### src/hw/rtl/lifegen_pkg.sv
// shared types and constants of the life automaton generation block
// no dependencies

package lifegen_pkg;

    localparam int MAX_ROWS   = 64;
    localparam int MAX_COLS   = 64;
    localparam int ROW_BITS   = 64;
    localparam int ROW_W      = $clog2(MAX_ROWS);
    localparam int ROW_CNT_W  = $clog2(MAX_ROWS + 1);
    localparam int COL_CNT_W  = $clog2(MAX_COLS + 1);
    localparam int COL_IDX_W  = $clog2(ROW_BITS);
    localparam int K_W        = $clog2(MAX_ROWS + 3);
    localparam int GEN_W      = 32;
    localparam int CFG_IDX_W  = 2;
    localparam int CFG_DATA_W = 7;
    localparam int Q_DEPTH    = 2;
    localparam int Q_PTR_W    = $clog2(Q_DEPTH);
    localparam int Q_CNT_W    = $clog2(Q_DEPTH + 1);

    localparam logic [CFG_IDX_W-1:0] CFG_NUM_ROWS  = 2'd0;
    localparam logic [CFG_IDX_W-1:0] CFG_NUM_COLS  = 2'd1;
    localparam logic [CFG_IDX_W-1:0] CFG_WRAP_MODE = 2'd2;

    localparam logic [CFG_DATA_W-1:0] MIN_SIZE = 7'd3;

    typedef logic [ROW_BITS-1:0] t_row;

    typedef enum logic [1:0] {
        OP_WRITE   = 2'd0,
        OP_READ    = 2'd1,
        OP_STEP    = 2'd2,
        OP_RESTORE = 2'd3
    } t_op;

    typedef struct packed {
        logic [1:0]  req_type;
        logic [5:0]  row_index;
        logic [63:0] row_cells;
    } t_in_item;

    typedef struct packed {
        logic [63:0]      row_data;
        logic [GEN_W-1:0] generation;
    } t_out_item;

    typedef struct packed {
        t_op              op;
        logic             idx_ok;
        logic [ROW_W-1:0] addr;
        t_row             cells;
    } t_cmd;

    typedef struct packed {
        logic [ROW_CNT_W-1:0] rows;
        logic [COL_IDX_W-1:0] col_last;
        logic                 wrap;
        t_row                 mask;
    } t_cfg_eff;

endpackage

### src/hw/rtl/lifegen_queue.sv
// short command queue between front and back parts
// depends on lifegen_pkg

module lifegen_queue import lifegen_pkg::*; (
    input  logic i_clk,
    input  logic i_rst_n,
    input  logic i_push_valid,
    output logic o_push_ready,
    input  t_cmd i_push_cmd,
    output logic o_pop_valid,
    input  logic i_pop_ready,
    output t_cmd o_pop_cmd
);

    t_cmd               r_entry [Q_DEPTH];
    logic [Q_PTR_W-1:0] r_wr_ptr;
    logic [Q_PTR_W-1:0] r_rd_ptr;
    logic [Q_CNT_W-1:0] r_count;
    logic               push;
    logic               pop;

    assign o_push_ready = r_count != Q_CNT_W'(Q_DEPTH);
    assign o_pop_valid  = r_count != '0;
    assign o_pop_cmd    = r_entry[r_rd_ptr];
    assign push         = i_push_valid && o_push_ready;
    assign pop          = o_pop_valid && i_pop_ready;

    always_ff @(posedge i_clk) begin
        if (push) begin
            r_entry[r_wr_ptr] <= i_push_cmd;
        end
    end

    always_ff @(posedge i_clk) begin
        if (!i_rst_n) begin
            r_wr_ptr <= '0;
            r_rd_ptr <= '0;
            r_count  <= '0;
        end else begin
            if (push) begin
                r_wr_ptr <= r_wr_ptr + Q_PTR_W'(1);
            end
            if (pop) begin
                r_rd_ptr <= r_rd_ptr + Q_PTR_W'(1);
            end
            if (push && !pop) begin
                r_count <= r_count + Q_CNT_W'(1);
            end else if (pop && !push) begin
                r_count <= r_count - Q_CNT_W'(1);
            end
        end
    end

endmodule

### config.mk
export PLATFORM = sky130hd
export DESIGN_NAME = lifegen_queue
export DESIGN_NICKNAME = d
export VERILOG_FILES = /design/src/hw/rtl/lifegen_pkg.sv /design/src/hw/rtl/lifegen_queue.sv
export SDC_FILE = /design/constraint.sdc
export NUM_CORES = 1
export LEC_CHECK = 0
export BUFFER_PORTS_ARGS = -buffer_cell sky130_fd_sc_hd__buf_4
export CAP_MARGIN = 20
export CORE_UTILIZATION = 40
export DETAILED_ROUTE_END_ITERATION = 8
export GPL_TIMING_DRIVEN = 0
export SLEW_MARGIN = 10
export SYNTH_ARGS = -nofsm -noshare
export SYNTH_HDL_FRONTEND = slang
export SYNTH_SLANG_ARGS = --single-unit
### constraint.sdc
create_clock -name i_clk -period 4.4 [get_ports i_clk]
set_input_delay 0.88 -clock i_clk [delete_from_list [all_inputs] [get_ports i_clk]]
set_output_delay 0.88 -clock i_clk [all_outputs]
set_load 0.01 [all_outputs]
# Yosys cells after proc, flatten, opt, wreduce, memory -nomap -nowiden
# Memories as Yosys holds them, arrays and structs flattened. A register that Yosys moved wholly into a read port is not among the register bits.
# Index checks and enable logic that the tools add are counted.
# word_totals
register_bits,4
latchBits,0
ram_bits,146
rom_bits,0
input_bits,77
n_memories,1
# op_classes
n_addsub,4
multipliers,0
n_div,0
magnitude_cmp,0
eq_ne,1
shifts,0
n_mux,6
bitwise,0
n_reduce_logical,8
# memory_table
name,depth,word_bits,rd,rd_clocked_by_memory_dff,write_ports,line,rtl
r_entry,2,73,1,1,1,lifegen_queue.sv:15,t_cmd r_entry [Q_DEPTH];
# op_table
op,count
$logic_and 1x1->1,4
$mux 1,4
$mux 2,2
$reduce_bool 2->1,2
$add 1x1->1 const B,2
$add 2x1->2 const B,1
$logic_not 1->1,2
$ne 2x2->1 const B,1
$sub 2x1->2 const B,1

# Depth between registers and ports, before layout
# logic_depth
ltp_word,6
mapped_depth,6
depth_no_buf,6

# Worst setup path after synthesis
# Ideal clock, no wire load.
# synth_timing
path_kind,in2reg
startpoint,in i_push_valid
endpoint,mem r_entry[1][0] (netlist name) (enable)
arrival_time_ns,2.637
setup_slack_ns,1.323
stages,1
path_buffers,0
cell_sequence,and3_1
# synth_via
elab_chain_cells,3
# synth_lines
item,line,rtl
start: declaration,lifegen_queue.sv:7,"input logic i_push_valid,"
$logic_and 1x1->1,lifegen_queue.sv:25,assign push = i_push_valid && o_push_ready;
$mux 1,lifegen_queue.sv:29,if (push) begin
$mux 1 (implied by the code),lifegen_queue.sv:30,r_entry[r_wr_ptr] <= i_push_cmd;
end: declaration,lifegen_queue.sv:15,
# Every way passes these cells.

==> out/results.md <==
CTS
• clock root cell: clkbuf_16
• TritonCTS clock tree: done
• postcts setup bufs: 0
• Longest Clk Path Bufs: 2
• hold bufs inserted after CTS: 0
• H-Tree Depth: 4
• clock latency at the later pin of the worst-skew pair: 0.41 ns
• Post-CTS Resized: 0
• TritonCTS Sinks: 151
• cts bufs inserted: 17
• clock slew at the register clock pins of the worst setup and hold paths: 0.05 ns

Detailed routing
• Detail Route Antenna Nets: 0
• wire length per cell: 16.17 µm
• detailed-router iteration count before antenna repair: 4
• violation count after the first detailed-route iteration: 113
• per-cell via count in the routed design: 4.685
• DR vias: 2,858
• total wirelength of the detailed-routed design: 9866 µm
• DRC: 0

Logic synthesis
• number of unique standard cell types used by synthesis: 20
• flip-flop and latch count after synthesis: 151
• post-synthesis instance area: 5507 µm²
• Ys Warns: 0
• Post-Syn Area per Cell: 21.94 µm²
• total nets after synthesis: 329
• proportion of register bits with asynchronous set or reset after synthesis: 0%
• most used flip-flop cell after synthesis: edfxtp_1
• sequential share of the synthesized area: 81.44%
• number of flops mapped to enable cells by yosys: 146
• Mapped Cells: 251

Layout
• most frequent standard cell in the layout excluding fill and tap cells: buf_4
• antenna diode instance count: 0
• area of combinational cells with multiple inputs: 965.9 µm²
• ratio of cells with drive above 1 in the final layout: 61.06%
• number of fill cells in the layout: 1,071
• post-layout net count: 501
• storage element area: 4484 µm²
• count of non-filler cells in the finished layout: 610
• leading cell types in the layout, fill and taps excluded: buf_4, edfxtp_1, mux2_2, clkbuf_16, dfxtp_1
• synthesis-to-layout area growth: 35.72%
• Layout Utilization: 55.99%

Status
• outcome: finished clean

Place
• dpl cells: 580
• Port Buf Inserts: 151
• final weighted congestion of routability-driven global placement: 0.6829
• DP HPWL: 6292 µm

Global route
• gr ovfl total: 0
• vias in the first global route: 2,946
• global-route wire length before repair: 15,010 µm
• number of antenna violations at the first check in global routing: 0
• overall track demand over capacity in global routing: 14.26%
• largest net degree at the start of global routing: 41

Worst setup path
• CP Data Arrival Time: 1.72 ns
• reg2reg setup slack: 2.55 ns
• reg-to-reg critical path startpoint: r_count[0]
• kind of start point of the critical path: register
• worst-path maximum fanout: 10
• Crit Path Category: reg -> out
• nature of the critical path endpoint: output pin
• data required time at the worst endpoint: 3.52 ns
• end of the worst register-to-register path: r_entry[0][35]
• cells on worst reg2reg path: 4

Timing
• worst hold margin: 0.5696 ns
• post-route clock period utilization: 59.09%
• count of pins over their slew limit: 0
• slew of the pin with the lowest slew margin: 0.5053 ns
• Max transition margin: 66.31%
• hold violation count in the final report: 0
• min Tclk post-route: 2.600 ns
• Setup-failing EPs final: 0
• RSZ-0062 raised after global routing: no
• worst clock skew on the final layout: 0.005933 ns
• Highest Clock Rate: 384.6 MHz
• Total Neg Setup Slack: 0 ns

Hold path
• Hold/Removal Path Class: reg -> reg
• Min-Delay Startpoint: r_count[1]
• Min-Delay Path Depth: 2
• end of the worst hold path: r_count[1]

Floorplan
• top-level I/O count: 152
• number of standard-cell rows in the floorplan: 42
• floorplan core area: 13,350 µm²
• die extent in x: 119.3 µm
• initial standard-cell utilization of the core: 41.25%
• area of the die: 14,240 µm²
• floorplan die height: 119.3 µm

Power and ir drop
• Final Total Pwr: 4.347 mW
• PwrDens: 581.6 nW/µm²
• largest voltage drop on the vdd net: 327.6 µV
• Leak Pwr: 2.790 nW

Run
• max-capacitance violation count: 0

per-stage QoR:
stage / setup WS [ns] / cell area (µm²)
floorplan: 1.323 / 5507
global placement: 0.1559 / 6860
detailed placement: 2.174 / 6908
CTS: 1.727 / 7473
global route: 1.691 / 7473
finish: 1.800 / 7473
worst max-delay path, stage by stage, from the launching register on:
cell     delay, ns
dfxtp_1       0.30
buf_2         0.26
buf_4         0.25
mux2_2        0.36
buf_4         0.15
sequential cells by signal (all words and copies together), names as in the netlist, named ones only:
register  count
r_wr_ptr      1
r_entry     146
r_count       2
r_rd_ptr      1
cell type report:
type	instances	share of cell area, %
Buffer	8	0.7701
Clock inverter	12	1.825
Timing Repair Buffer	153	15.70
Inverter	1	0.08371
Multi-Input combinational cell	91	12.92
Sequential cell	151	60.00
Tap cell	176	2.947
Clock buffer	18	5.743
metal layers:
layer / track usage, % / vias up / part of all wire (%)
li1: - / 1333 / -
met1: 17.96 / 1407 / 43
met2: 21.95 / 106 / 49
met3: 5.172 / 12 / 6.7
met4: 6.563 / 0 / 1.5
met5: 0 / - / 0
worst max-delay path by stage:
stage	start	cells past startpoint	endpoint	slack, ns
after global placement	i_push_valid	2	r_entry[1][48]	0.16
after detailed placement	register	4	o_pop_cmd[12]	2.17
after CTS	register	4	o_pop_cmd[12]	1.73
after floorplan	i_push_valid	1	r_entry[1][0]	1.32
final	register	4	o_pop_cmd[44]	1.80
after global routing	register	4	o_pop_cmd[18]	1.69
synth_stat cells, drive strengths merged, types with 2 or more instances:
library cell	count	area, µm²
dfxtp	5	100.1
o21ai	2	10.00
a21boi	2	15.02
and2	4	25.02
buf	8	57.55
mux2	73	822.0
xnor2	2	17.52
edfxtp	146	4384
where the power goes:
group / switching (mW) / leakage, nW / internal, mW
Clock: 0.515 / 0.274 / 0.873
Combinational: 0.515 / 1.11 / 0.602
Sequential: 0.0458 / 1.40 / 1.80
kinds of logic after synthesis:
kind of cell,Yosys count,synth area share (%)
compound gates,5,0.6362
xor+xnor,3,0.4773
fa+ha+maj,1,0.2272
buf+inv,9,1.113
flops,151,81.44
mux,73,14.93
simple gates,9,1.182
No activity file was read; power rests on OpenSTA's default activity.
