## src/hw/rtl/lifegen_pkg.sv

```systemverilog
// shared types and constants of the life automaton generation block
// no dependencies

package lifegen_pkg;

    localparam int MAX_ROWS   = 64;
    localparam int MAX_COLS   = 64;
    localparam int ROW_BITS   = 64;
    localparam int ROW_W      = $clog2(MAX_ROWS);
    localparam int ROW_CNT_W  = $clog2(MAX_ROWS + 1);
    localparam int COL_CNT_W  = $clog2(MAX_COLS + 1);
    localparam int COL_IDX_W  = $clog2(ROW_BITS);
    localparam int K_W        = $clog2(MAX_ROWS + 3);
    localparam int GEN_W      = 32;
    localparam int CFG_IDX_W  = 2;
    localparam int CFG_DATA_W = 7;
    localparam int Q_DEPTH    = 2;
    localparam int Q_PTR_W    = $clog2(Q_DEPTH);
    localparam int Q_CNT_W    = $clog2(Q_DEPTH + 1);

    localparam logic [CFG_IDX_W-1:0] CFG_NUM_ROWS  = 2'd0;
    localparam logic [CFG_IDX_W-1:0] CFG_NUM_COLS  = 2'd1;
    localparam logic [CFG_IDX_W-1:0] CFG_WRAP_MODE = 2'd2;

    localparam logic [CFG_DATA_W-1:0] MIN_SIZE = 7'd3;

    typedef logic [ROW_BITS-1:0] t_row;

    typedef enum logic [1:0] {
        OP_WRITE   = 2'd0,
        OP_READ    = 2'd1,
        OP_STEP    = 2'd2,
        OP_RESTORE = 2'd3
    } t_op;

    typedef struct packed {
        logic [1:0]  req_type;
        logic [5:0]  row_index;
        logic [63:0] row_cells;
    } t_in_item;

    typedef struct packed {
        logic [63:0]      row_data;
        logic [GEN_W-1:0] generation;
    } t_out_item;

    typedef struct packed {
        t_op              op;
        logic             idx_ok;
        logic [ROW_W-1:0] addr;
        t_row             cells;
    } t_cmd;

    typedef struct packed {
        logic [ROW_CNT_W-1:0] rows;
        logic [COL_IDX_W-1:0] col_last;
        logic                 wrap;
        t_row                 mask;
    } t_cfg_eff;

endpackage

```

## src/hw/rtl/lifegen_front.sv

```systemverilog
// front part: configuration registers, size saturation and request decode
// depends on lifegen_pkg

module lifegen_front import lifegen_pkg::*; (
    input  logic                  i_clk,
    input  logic                  i_rst_n,
    input  logic                  i_cfg_valid,
    output logic                  o_cfg_ready,
    input  logic [CFG_IDX_W-1:0]  i_cfg_index,
    input  logic [CFG_DATA_W-1:0] i_cfg_data,
    input  logic                  i_in_valid,
    output logic                  o_in_ready,
    input  t_in_item              i_in_item,
    output logic                  o_push_valid,
    input  logic                  i_push_ready,
    output t_cmd                  o_push_cmd,
    output t_cfg_eff              o_cfg
);

    logic [CFG_DATA_W-1:0] r_num_rows;
    logic [CFG_DATA_W-1:0] r_num_cols;
    logic                  r_wrap;
    logic [COL_CNT_W-1:0]  cols;

    assign o_cfg_ready = 1'b1;

    always_ff @(posedge i_clk) begin
        if (!i_rst_n) begin
            r_num_rows <= CFG_DATA_W'(MAX_ROWS);
            r_num_cols <= CFG_DATA_W'(MAX_COLS);
            r_wrap     <= 1'b0;
        end else if (i_cfg_valid) begin
            unique case (i_cfg_index)
                CFG_NUM_ROWS:  r_num_rows <= i_cfg_data;
                CFG_NUM_COLS:  r_num_cols <= i_cfg_data;
                CFG_WRAP_MODE: r_wrap     <= i_cfg_data[0];
                default: ;
            endcase
        end
    end

    // saturate sizes to the supported range
    always_comb begin
        if (r_num_rows < MIN_SIZE) begin
            o_cfg.rows = ROW_CNT_W'(MIN_SIZE);
        end else if (32'(r_num_rows) > MAX_ROWS) begin
            o_cfg.rows = ROW_CNT_W'(MAX_ROWS);
        end else begin
            o_cfg.rows = ROW_CNT_W'(r_num_rows);
        end
        if (r_num_cols < MIN_SIZE) begin
            cols = COL_CNT_W'(MIN_SIZE);
        end else if (32'(r_num_cols) > MAX_COLS) begin
            cols = COL_CNT_W'(MAX_COLS);
        end else begin
            cols = COL_CNT_W'(r_num_cols);
        end
        o_cfg.col_last = COL_IDX_W'(cols - COL_CNT_W'(1));
        o_cfg.wrap     = r_wrap;
        if (32'(cols) >= ROW_BITS) begin
            o_cfg.mask = '1;
        end else begin
            o_cfg.mask = (t_row'(1) << cols) - t_row'(1);
        end
    end

    always_comb begin
        o_push_valid      = i_in_valid;
        o_in_ready        = i_push_ready;
        o_push_cmd.op     = t_op'(i_in_item.req_type);
        o_push_cmd.idx_ok = 32'(i_in_item.row_index) < MAX_ROWS;
        o_push_cmd.addr   = ROW_W'(i_in_item.row_index);
        o_push_cmd.cells  = i_in_item.row_cells & o_cfg.mask;
    end

endmodule

```

## config.mk

```make
export PLATFORM = sky130hd
export DESIGN_NAME = lifegen_front
export DESIGN_NICKNAME = d
export VERILOG_FILES = /design/src/hw/rtl/lifegen_pkg.sv /design/src/hw/rtl/lifegen_front.sv
export SDC_FILE = /design/constraint.sdc
export NUM_CORES = 1
export LEC_CHECK = 0
export BUFFER_PORTS_ARGS = -buffer_cell sky130_fd_sc_hd__buf_2
export CORE_ASPECT_RATIO = 0.9
export CORE_MARGIN = 5
export CORE_UTILIZATION = 42
export DETAILED_ROUTE_END_ITERATION = 7
export HOLD_SLACK_MARGIN = 0.12
export PLACE_DENSITY_LB_ADDON = 0.08
export SKIP_LAST_GASP = 1
export SYNTH_ARGS = -nofsm -noshare
export SYNTH_HDL_FRONTEND = slang
export SYNTH_SLANG_ARGS = --single-unit
```

## constraint.sdc

```tcl
create_clock -name i_clk -period 4.41 [get_ports i_clk]
set_clock_uncertainty 0.15 [all_clocks]
set_input_delay 0.441 -clock i_clk [delete_from_list [all_inputs] [get_ports i_clk]]
set_output_delay 0.441 -clock i_clk [all_outputs]
set_load 0.005 [all_outputs]
```

## Word level (Yosys, flattened, before mapping)

Index checks and enable logic that the tools add are counted.

| cells by class | value |
|---|---|
| equality and inequality tests | 2 |
| reduce and logical (&&, ||, !) cells | 4 |
| add/sub/neg operators | 2 |
| bitwise gates (word level) | 1 |
| magnitude comparators | 5 |
| shift-type cells | 1 |
| muxes and demuxes | 5 |

Operator list:

| kind | count |
|---|---|
| 64-bit bitwise AND | 1 |
| 64-bit two-way mux | 1 |
| 1-bit by 7-bit left shift with 64-bit output (first input constant) | 1 |
| 64-bit by 1-bit subtractor with 64-bit output (second input constant) | 1 |
| 7-bit two-way mux | 4 |
| 7-bit greater-than comparator (second input constant) | 2 |
| 7-bit by 2-bit less-than comparator with 1-bit output (second input constant) | 2 |
| 7-bit >= comparator (second input constant) | 1 |
| 2-bit AND reduction | 3 |
| 6-bit by 1-bit subtractor with 6-bit output (second input constant) | 1 |
| 2-bit by 1-bit == test with 1-bit output (second input constant) | 1 |
| 2-bit == test (second input constant) | 1 |
| 2-bit zero test | 1 |

| storage, ports and cells | value |
|---|---|
| bits in registers | 15 |
| bits of input ports | 86 |
| output and inout bits | 154 |

## Depth between registers and ports, before layout

| depth | value |
|---|---|
| word-level depth | 7 |
| mapped depth | 21 |

## Least setup slack after synthesis

OpenSTA, ideal clock, no wires.

| timing | value |
|---|---|
| kind | register to output |
| start | register r_num_cols[2] |
| end | output o_push_cmd[62] (netlist bit) |
| data arrival time | 3.994 ns |
| setup slack | -0.175 ns |
| buffers on the path | 8 |
| cell stages (with the launch flop) | 22 |
| cells stage by stage | dfxtp_1 -> buf_2 -> buf_2 -> clkbuf_1 -> clkbuf_1 -> nor4_1 -> nor2_1 -> nor2_1 -> inv_1 -> ha_1 -> buf_2 -> clkbuf_1 -> clkbuf_1 -> nand3_1 -> ha_1 -> inv_1 -> a21oi_1 -> and2_1 -> buf_2 -> nand4_4 -> or3_1 -> and4b_1 |

RTL lines:

| item | line | RTL |
|---|---|---|
| start, declared | lifegen_front.sv:21 | `logic [CFG_DATA_W-1:0] r_num_cols;` |
| start signal, assigned | lifegen_front.sv:30 | `r_num_cols <= CFG_DATA_W'(MAX_COLS);` |
| start signal, assigned | lifegen_front.sv:35 | `CFG_NUM_COLS: r_num_cols <= i_cfg_data;` |
| end, declared | lifegen_front.sv:16 | `output t_cmd o_push_cmd,` |

==> summary.txt <==
Worst setup path
  • CP Max Fanout: 14
  • Worst setup EP type: primary output
  • FF-to-FF path depth: 3
  • Worst Setup Path Type: reg2out
  • Startpoint Class: register
  • CP required: 3.82 ns
  • CP Data Arrival Time: 3.58 ns

Synth
  • Cell count after synthesis: 655
  • Number of flops mapped to enable cells by yosys: 0
  • #FFs+latches synth: 15
  • Compound-Gate Fraction of Synth Area: 0.238
  • Mux contribution to synthesized area: 0.0706
  • Main combinational cell family by area after synthesis: simple AND/OR/NAND/NOR gates
  • Mean area per synthesized cell: 6.76 um^2
  • Register area share after synthesis: 0.0678
  • Ys async rst share: 0
  • Synth Area in Simple Gates: 0.452
  • Area leader, netlist: dfxtp_1
  • Top-count cell post-synth: nor2_1
  • Synth area leaders: dfxtp_1 (6.8%), mux2i_1 (6.6%), and2_1 (6.2%)
  • Yosys top cell area share: 0.0678
  • Post-synthesis xor/xnor area fraction: 0.0494
  • Synth warn: 0
  • Synth Cell Area: around 4400 um^2
  • Top_reg_cell synth: dfxtp_1
  • Post-Synth Adder-Cell Area: 0.0169
  • Synth top cells by count: nor2_1 (71), nand2_1 (59), and2_1 (44), nand3_1 (33), clkbuf_1 (32)
  • Post-synthesis cell type count: 91

Finish
  • Final Core Density: 0.549
  • Antenna diodes: 0
  • Seq. cell area: 302 um^2
  • Final nets: 927
  • Post-route cell area: 5650 um^2
  • Multi-input gate area: roughly 3700 um^2
  • Share of cells above drive strength 1: 0.359
  • Area Growth Syn to Fin: 27.5%
  • Fillers: 1074

Status
  • Outcome: completed

Power and ir drop
  • Power Dens Cells: 110 nW/um^2
  • Cell internal pwr: 395 uW
  • Sw power: approximately 220 uW
  • Leak: 2.35 nW
  • Total power: 620 uW
  • Sequential power share: 0.233
  • Clock network power share: 0.285
  • Logic gate share of total power: 0.482
  • Switch share: 0.362
  • Maximum VDD drop: roughly 0.12 mV

STA
  • WHS: between 0.2 and 0.3 ns
  • RSZ-0062 raised after global routing: false
  • Tmin final: 4.17 ns
  • Count of final setup violators: 0
  • Final critical-path share of the clock period: 0.946
  • Fmax: 0.240 GHz
  • Final hold vios: 0
  • Worst slew pin tran: 0.895 ns
  • Fin. max-slew vios: 0
  • Max_slew headroom: 0.402
  • Post-Route Setup TNS: 0 ns

Drt
  • Wire length per cell: 20.8 um
  • WL final: 20.0 mm
  • Vias: about 6000
  • Post-route DRC: 0
  • Initial DRC Count: 595
  • Pre-antenna DRT Iters: 6
  • Post-route ant nets: 0
  • Via/cell ratio: slightly above 6

Floorplan
  • Die area: approximately 13000 um^2
  • Chip Width: 118 um
  • Core box area: 10300 um^2
  • Rows: 35
  • Die H: 107 um
  • Io pins: 240
  • Initial Util: 0.430

Clock tree
  • Worst-path clk slew: roughly 0.05 ns
  • Clk Latency, worst-skew pair: 0.24 ns
  • Clock sinks: 15
  • Hold_buf cts: 0
  • H-tree depth: 1
  • Total CTS buffers: 3
  • CTS max path bufs: 2
  • CTS tree: built
  • CTS root buffer: clkbuf_16

Global routing
  • GRT Util Overall: 0.295
  • GRT Residual Overflow: 0
  • Vias in the first global route: 5455
  • Largest net degree at the start of global routing: 50
  • Initial antenna violation count: 0
  • Global-route wire length before repair: 30.6 mm

Place
  • Instance area after placement: 5520 um^2
  • GPL Wtd Cong: 0.975
  • HPWL Detailed: 15.7 mm
  • Quantity of I/O buffers inserted on ports: between 200 and 250

Hold path
  • Min-delay worst type: in2reg
  • Worst Hold Depth: 3

Flow run
  • Maxcap violations: 0
cell type report:
| type | instances | area share |
|---|---|---|
| clock buffers | 3 | 0.0133 |
| clock inverters | 1 | 0.000887 |
| inverters | 13 | 0.00864 |
| multi-input cells | 551 | 0.655 |
| flip-flops and latches | 15 | 0.0534 |
| well taps | 129 | 0.0286 |
| repair buffers | 251 | 0.240 |
critical path, stage by stage, from the launching register on:
cell      delay, ns
dfxtp_1        0.31
nor4_2         0.30
nor2_1         0.07
nor2_1         0.19
inv_1          0.13
ha_1           0.24
buf_4          0.21
or4b_4         0.52
a21oi_2        0.23
o211ai_2       0.18
nor4b_2        0.34
mux2i_1        0.33
and2_1         0.17
buf_2          0.11
registers in the layout (all words and copies together), names as in the netlist:
signal,count
r_num_rows,7
r_num_cols,7
r_wrap,1
cell families after synthesis:
| kind of cell | after synthesis |
|---|---|
| buffers and inverters | 90 |
| AND/OR/NAND/NOR | 344 |
| other | 1 |
| adder cells (fa/ha/maj) | 6 |
| flip-flops | 15 |
| AO/OA/AOI/OAI | 143 |
| multiplexers | 31 |
| XOR/XNOR | 25 |
per-layer routing:
| layer | share of wire | up-vias | GRT usage |
|---|---|---|---|
| met5 | 0 | - | 0 |
| met4 | 0.030 | 0 | 0.0868 |
| met3 | 0.094 | 54 | 0.0620 |
| met2 | 0.44 | 365 | 0.468 |
| met1 | 0.44 | 2691 | 0.401 |
| li1 | - | 2716 | - |
cell usage in the layout (no fill, tap or decap), drive strengths merged, types with 4 or more instances in the layout:
cell     netlist  final
ha             6      6
mux2i         29     29
or2           10     10
nor4          10     10
nand4          7      7
buf           45    251
and3           8      8
a21boi         9      9
nand2         59     59
or4            5      5
nor3b          7      7
xnor2         17     17
o22ai          7      7
inv           13     13
a31oi          6      6
or3            6      6
a211oi         6      6
dfxtp         15     15
nor2          71     71
o32a           5      5
and4           6      6
xor2           8      8
a21oi         28     28
nand2b         6      6
o21a           5      5
o32ai          5      5
nand3b         5      5
nand3         33     33
nor4b          5      5
o21ai         29     29
nand4bb        4      4
o211ai         6      6
nor2b         23     23
and2          47     47
nor3          19     19
or4b           5      5
stage by stage:
step	std cells	setup WS, ns
finish	963	0.240
global route	963	0.00254
CTS	960	0.196
detailed placement	956	0.482
global placement	956	0.569
floorplan	656	0.00340
final timing paths:
check	startpoint	endpoint	slack, ns
max reg2reg	r_num_cols[5]	r_num_cols[5]	3.13
min reg2reg	r_wrap	r_wrap	0.36
min	i_cfg_data[6]	r_num_rows[6]	0.28
max	r_num_cols[2]	o_push_cmd[34]	0.24
power by group through the flow:
stage,logic (mW),clock network [mW],registers [mW]
5_1_grt,0.324,0.188,0.145
6_report,0.299,0.177,0.145
2_1_floorplan,0.178,0,0.146
3_5_place_dp,0.291,0,0.147
3_3_place_gp,0.289,0,0.147
4_1_cts,0.292,0.180,0.144
repair_timing:
| action | in CTS | in global routing |
|---|---|---|
| resized for setup | 0 | 6 |
| buffers inserted | 0 | 3 |
| setup endpoints to repair | 0 | 14 |
Power figures use the tool's default switching activity.
